==> src/rtl/edge_ssor_sweep_assert.svh <==
// assertion macros for the edge sweep block
`ifndef EDGE_SSOR_SWEEP_ASSERT_SVH
`define EDGE_SSOR_SWEEP_ASSERT_SVH

// condition holds in the same cycle as the trigger
`define ESS_ASSERT_SAME(lbl, trig, cond, msg) \
    lbl: assert property (@(posedge clk) disable iff (!rst_n) (trig) |-> (cond)) \
        else $error(msg);

// condition holds in the cycle after the trigger
`define ESS_ASSERT_NEXT(lbl, trig, cond, msg) \
    lbl: assert property (@(posedge clk) disable iff (!rst_n) (trig) |=> (cond)) \
        else $error(msg);

// condition holds after the trigger
`define ESS_ASSERT_TWO(lbl, trig, cond, msg) \
    lbl: assert property (@(posedge clk) disable iff (!rst_n) (trig) |-> ##2 (cond)) \
        else $error(msg);

`endif

==> src/rtl/ess_pkg.sv <==
// types and constants shared by the edge sweep block
package ess_pkg;

    localparam int IDX_W      = 12;
    localparam int VAL_W      = 32;
    localparam int OMEGA_W    = 18;
    localparam int OMEGA_FRAC = 16;
    localparam int CFG_IDX_W  = 4;
    localparam int CFG_DATA_W = 32;

    localparam logic [CFG_IDX_W-1:0] CFG_OMEGA = 4'd0;
    localparam logic [CFG_IDX_W-1:0] CFG_SINK  = 4'd1;

    localparam logic [OMEGA_W-1:0] OMEGA_RESET = 18'd65536;
    localparam logic [IDX_W-1:0]   SINK_RESET  = 12'd4095;

    typedef enum logic [1:0] {
        KIND_LOAD = 2'd0,
        KIND_FWD  = 2'd1,
        KIND_BWD  = 2'd2,
        KIND_READ = 2'd3
    } ess_kind_t;

    typedef struct packed {
        ess_kind_t                kind;
        logic [IDX_W-1:0]         first_index;
        logic [IDX_W-1:0]         second_index;
        logic signed [VAL_W-1:0]  lower_coeff;
        logic signed [VAL_W-1:0]  upper_coeff;
        logic signed [VAL_W-1:0]  load_value;
        logic                     last_edge;
    } ess_in_t;

    typedef struct packed {
        logic signed [VAL_W-1:0]  result_value;
        logic                     saturated;
        logic                     sweep_done;
    } ess_out_t;

    typedef struct packed {
        logic cap_src;
        logic cap_dst;
        logic src_zero;
        logic dst_zero;
        logic step1;
        logic step2;
        logic step3;
    } ess_ctrl_t;

endpackage

==> src/rtl/ess_alu.sv <==
// edge update arithmetic: two rounded products with saturation
module ess_alu
    import ess_pkg::*;
#(
    parameter int FRAC_BITS = 16
) (
    input  logic                    clk,
    input  ess_ctrl_t               ctrl,
    input  logic [OMEGA_W-1:0]      omega,
    input  logic signed [VAL_W-1:0] coef,
    input  logic signed [VAL_W-1:0] rd_data,
    output logic signed [VAL_W-1:0] src_value,
    output logic signed [VAL_W-1:0] new_value,
    output logic                    saturated
);

    localparam logic signed [51:0] RND1 = 52'sd1 <<< (OMEGA_FRAC - 1);
    localparam logic signed [64:0] RND2 = 65'sd1 <<< (FRAC_BITS - 1);

    logic signed [VAL_W-1:0] zsrc_reg;
    logic signed [VAL_W-1:0] zdst_reg;
    logic signed [50:0]      prod1_reg;
    logic signed [VAL_W-1:0] t_reg;
    logic                    sat1_reg;
    logic signed [63:0]      prod2_reg;

    logic signed [51:0]      sum1;
    logic signed [51:0]      t_wide;
    logic                    over1;
    logic                    under1;
    logic signed [64:0]      sum2;
    logic signed [64:0]      d_wide;
    logic signed [65:0]      diff;
    logic                    over2;
    logic                    under2;

    always_comb
    begin
        sum1   = 52'(prod1_reg) + RND1;
        t_wide = sum1 >>> OMEGA_FRAC;
        over1  = t_wide > 52'sd2147483647;
        under1 = t_wide < -52'sd2147483648;
    end

    always_comb
    begin
        sum2   = 65'(prod2_reg) + RND2;
        d_wide = sum2 >>> FRAC_BITS;
        diff   = 66'(zdst_reg) - 66'(d_wide);
        over2  = diff > 66'sd2147483647;
        under2 = diff < -66'sd2147483648;
        if (over2)
        begin
            new_value = 32'sh7FFFFFFF;
        end
        else if (under2)
        begin
            new_value = -32'sh80000000;
        end
        else
        begin
            new_value = diff[VAL_W-1:0];
        end
        saturated = sat1_reg | over2 | under2;
    end

    always_ff @(posedge clk)
    begin
        if (ctrl.cap_src)
        begin
            zsrc_reg <= ctrl.src_zero ? '0 : rd_data;
        end
        if (ctrl.cap_dst)
        begin
            zdst_reg <= ctrl.dst_zero ? '0 : rd_data;
        end
        if (ctrl.step1)
        begin
            prod1_reg <= $signed({1'b0, omega}) * coef;
        end
        if (ctrl.step2)
        begin
            sat1_reg <= over1 | under1;
            if (over1)
            begin
                t_reg <= 32'sh7FFFFFFF;
            end
            else if (under1)
            begin
                t_reg <= -32'sh80000000;
            end
            else
            begin
                t_reg <= t_wide[VAL_W-1:0];
            end
        end
        if (ctrl.step3)
        begin
            prod2_reg <= t_reg * zsrc_reg;
        end
    end

    assign src_value = zsrc_reg;

endmodule

==> config.mk <==
export PLATFORM = sky130hd
export DESIGN_NAME = ess_alu
export DESIGN_NICKNAME = d
export VERILOG_FILES = /design/src/rtl/edge_ssor_sweep_assert.svh /design/src/rtl/ess_pkg.sv /design/src/rtl/ess_alu.sv
export SDC_FILE = /design/constraint.sdc
export NUM_CORES = 2
export LEC_CHECK = 0
export BUFFER_PORTS_ARGS = -buffer_cell sky130_fd_sc_hd__buf_2
export CAP_MARGIN = 15
export CORE_ASPECT_RATIO = 1.5
export CORE_UTILIZATION = 65
export DETAILED_ROUTE_END_ITERATION = 10
export PLACE_DENSITY_LB_ADDON = 0.12
export RECOVER_POWER = 25
export SYNTH_ARGS = -nofsm -noshare
export SYNTH_HDL_FRONTEND = slang
export SYNTH_SLANG_ARGS = --single-unit
==> constraint.sdc <==
create_clock -name clk -period 11.7 [get_ports clk]
set_clock_uncertainty 0.2 [all_clocks]
set_input_delay 1.17 -clock clk [delete_from_list [all_inputs] [get_ports clk]]
set_output_delay 1.17 -clock clk [all_outputs]
set_load 0.02 [all_outputs]
==> results.ini <==
[outcome]
status=complete, but fails checks
violations=max-capacitance violations, max-slew violations

[floorplan]
die_x_um=261
rows=142
fp.dieH_um=391
core_mm2=0.100
initial_core_util_pct=65.6
dieArea_mm2=0.102
io_pins=155

[worst_setup_path]
r2r_cells=25
critPathSlowestCell=nor4b_1
cp_max_fo=29
r2r_slack_ps=2500
start_kind=register
cpPeakStageDelay_ps=700
worstReg2RegEnd=prod2_reg[63]
worstSetupPathType=reg -> out
end_kind=output port
path_cells=and4_1 -> and3_1 -> and4_1 -> and4_1 -> nand3_1 -> nor4_1 -> and2_0 -> nand4_1 -> xor2_1 -> ha_1 -> nand2_1 -> nor4_1 -> o21ai_0 -> o311ai_0 -> o2111ai_1 -> nor4b_1 -> nand4_1 -> nand2_1 -> o21ai_1 -> buf_2
cp.required_ps=10330
crit_path_frequent_cell=and4_1
arrival_ps=8160
timing.rr.start=t_reg[16]

[cells_and_area]
fill_cells=8075
nNetsFinal=8928
drive_above_1_share_pct=3.94
multi_input_area_mm2=0.0529
design_area_mm2=0.0678
syn_to_final_growth_pct=3.29
final-seq-area_mm2=0.00547
largest_reg_flops=49

[cts]
cts_made_buffers=17
ctsResizeCount=0
tritoncts=built
numClockSinks=182
cts_root_buf=clkbuf_16
clk_pin_slew_worst_paths_ps=70
cts_setup_buffers=0
h-tree-depth=4
clk_path_buf_depth=2
clk_latency_ps=520
hold_buffers=0

[synth]
synth_edf_count=182
yosys_most_used_dff=edfxtp_1
avgSynthCellArea_um2=9.45
syn-cell-area_mm2=0.0656
ys_seq_area_share_pct=8.33
ys_ff_latch=182
async_flop_share_pct=0
yosys.area.top_type_share_pct=50.0
yosysWarningCount=0
netlist_top_cells_area=fa_1 (50%), inv_1 (9.0%), edfxtp_1 (8.3%), and2_1 (7.1%), ha_1 (6.7%)
synthDistinctLibCells=69
yosys.area.top_type=fa_1
synth.net_count=9029
syn-instance-count=6947

[route]
num_vias=48100
finalWirelength_um=189000
wl_per_cell_um=23.2
firstDrtPassIters=6
via_per_inst=5.90
ant_nets=0
remaining_drc_errors=0
drt-initial-drc-count=3576

[grt]
grt_first_pass_wirelength_um=297000
grt-ovfl-total=0
met2_usage_pct=67.8
grtUsageMet1_pct=43.8
grt.busiest_layer=met2
grt_usage_pct=39.3
grt_use_met3_pct=6.85
grt_pass1_vias=53900
antenna_found_initial=6
grt_max_degree=50

[timing]
fmax_mhz=105
holdWs_ps=466
final-max-slew-violation-count=136
rsz0062_at_grt=false
setup_violations=0
tightest_slew_ps=2100
hold_viol=0
period_minus_slack_ps=9530
setup_tns_ps=0
fin_crit_sh_pct=81.4
max-slew-margin-rel_pct=-39.7

[worst_hold_path]
hold_end=t_reg[7]
hold_path_depth=2
hold_path_class=reg -> reg
hp-start=prod1_reg[23]

[placement]
gp_congestion=0.984
place_area_mm2=0.0672
dp_hpwl_um=145000
portBuffers=154

[run]
maxCapViolations=4

==> worst max-delay path: cells and delay by family, from the launching register on <==
family / cells / cell delay, ps
compound gates: 4 / 1510
fa+ha+maj: 1 / 460
simple gates: 13 / 4800
xor+xnor: 1 / 170
flops: 1 / 420
buf+inv: 1 / 280
==> area by class of cell <==
cell class	instances	share of cell area, %
multi-input combinational	4847	78.1
inverter	1571	8.70
sequential	182	8.06
tap	1296	2.39
timing repair buffer	227	1.94
clock buffer	19	0.638
clock inverter	12	0.175
antenna	3	0.0111
==> per-layer routing <==
layer,vias up,wire [um]
li1,20300,-
met1,24500,62500
met2,2470,95200
met3,826,15700
met4,0,15800
met5,-,0
==> cell usage after synthesis (all sizes together), types with 28 or more instances <==
master and n:
fa 1638, nand2 940, nor3 40, nand3 56
o21a 28, a21o 70, xor2 102, nand4 44
a21oi 140, and2 751, o21ai 144, edfxtp 182
xnor2 114, ha 354, nor2 126, nor2b 81
inv 1571, clkbuf 335
==> cells in the final DEF, fill, tap and decap left out, types with 6 or more instances in the layout <==
| master | netlist | final |
|---|---|---|
| nor3_1 | 40 | 40 |
| or3_1 | 10 | 10 |
| buf_4 | 1 | 73 |
| a21oi_1 | 136 | 135 |
| a21o_1 | 70 | 70 |
| inv_1 | 1571 | 1571 |
| nor2_1 | 126 | 126 |
| ha_1 | 354 | 354 |
| o21ai_1 | 30 | 30 |
| nand4_1 | 44 | 44 |
| clkbuf_1 | 332 | 6 |
| o31ai_1 | 9 | 9 |
| and4_1 | 14 | 14 |
| o31a_1 | 7 | 7 |
| o21bai_1 | 13 | 13 |
| buf_2 | 7 | 150 |
| a211oi_1 | 19 | 19 |
| o21a_1 | 28 | 28 |
| o211ai_1 | 9 | 9 |
| and3_1 | 23 | 23 |
| xnor2_1 | 114 | 114 |
| edfxtp_1 | 182 | 182 |
| a31oi_1 | 10 | 10 |
| a211o_1 | 6 | 6 |
| xor2_1 | 102 | 102 |
| nand3_1 | 55 | 55 |
| nand2b_1 | 25 | 25 |
| clkbuf_16 | 0 | 17 |
| fa_1 | 1638 | 1638 |
| nor2b_1 | 81 | 81 |
| o21ai_0 | 114 | 114 |
| nand2_1 | 940 | 940 |
| and2_1 | 750 | 750 |
==> cell families (layout without fill, tap and decap cells) <==
logic type,after synthesis,count (layout),synth area share [%]
other cells,0,3,0
buf+inv,1918,1829,11.0
xor+xnor,216,216,2.88
simple gates,2131,2131,16.2
compound gates,503,503,4.82
mux,5,5,0.0781
fa+ha+maj,1992,1992,56.7
flops,182,182,8.33
==> worst max-delay path by stage <==
stage	from	end	slack, ps	depth (start not counted)
2_1_floorplan	src_value[2]	prod2_reg[62]	3520	24
3_3_place_gp	src_value[5]	prod2_reg[62]	2800	26
6_report	prod2_reg[26]	new_value[1]	2170	20
4_1_cts	prod2_reg[26]	new_value[5]	2400	20
5_1_grt	prod2_reg[26]	new_value[1]	1840	20
3_5_place_dp	src_value[5]	prod2_reg[62]	2620	26
==> through the flow <==
stage	std cells	util, %	setup slack, ps
4_1_cts	8154	67.8	2400
2_1_floorplan	6947	-	3520
3_5_place_dp	8123	67.2	2620
5_1_grt	8154	67.8	1840
3_3_place_gp	8123	67.2	2800
6_report	8157	67.8	2170
Power is left out: the tool's default activity adds up to more than one toggle a clock period on the data nets, which glitch-free logic cannot reach.
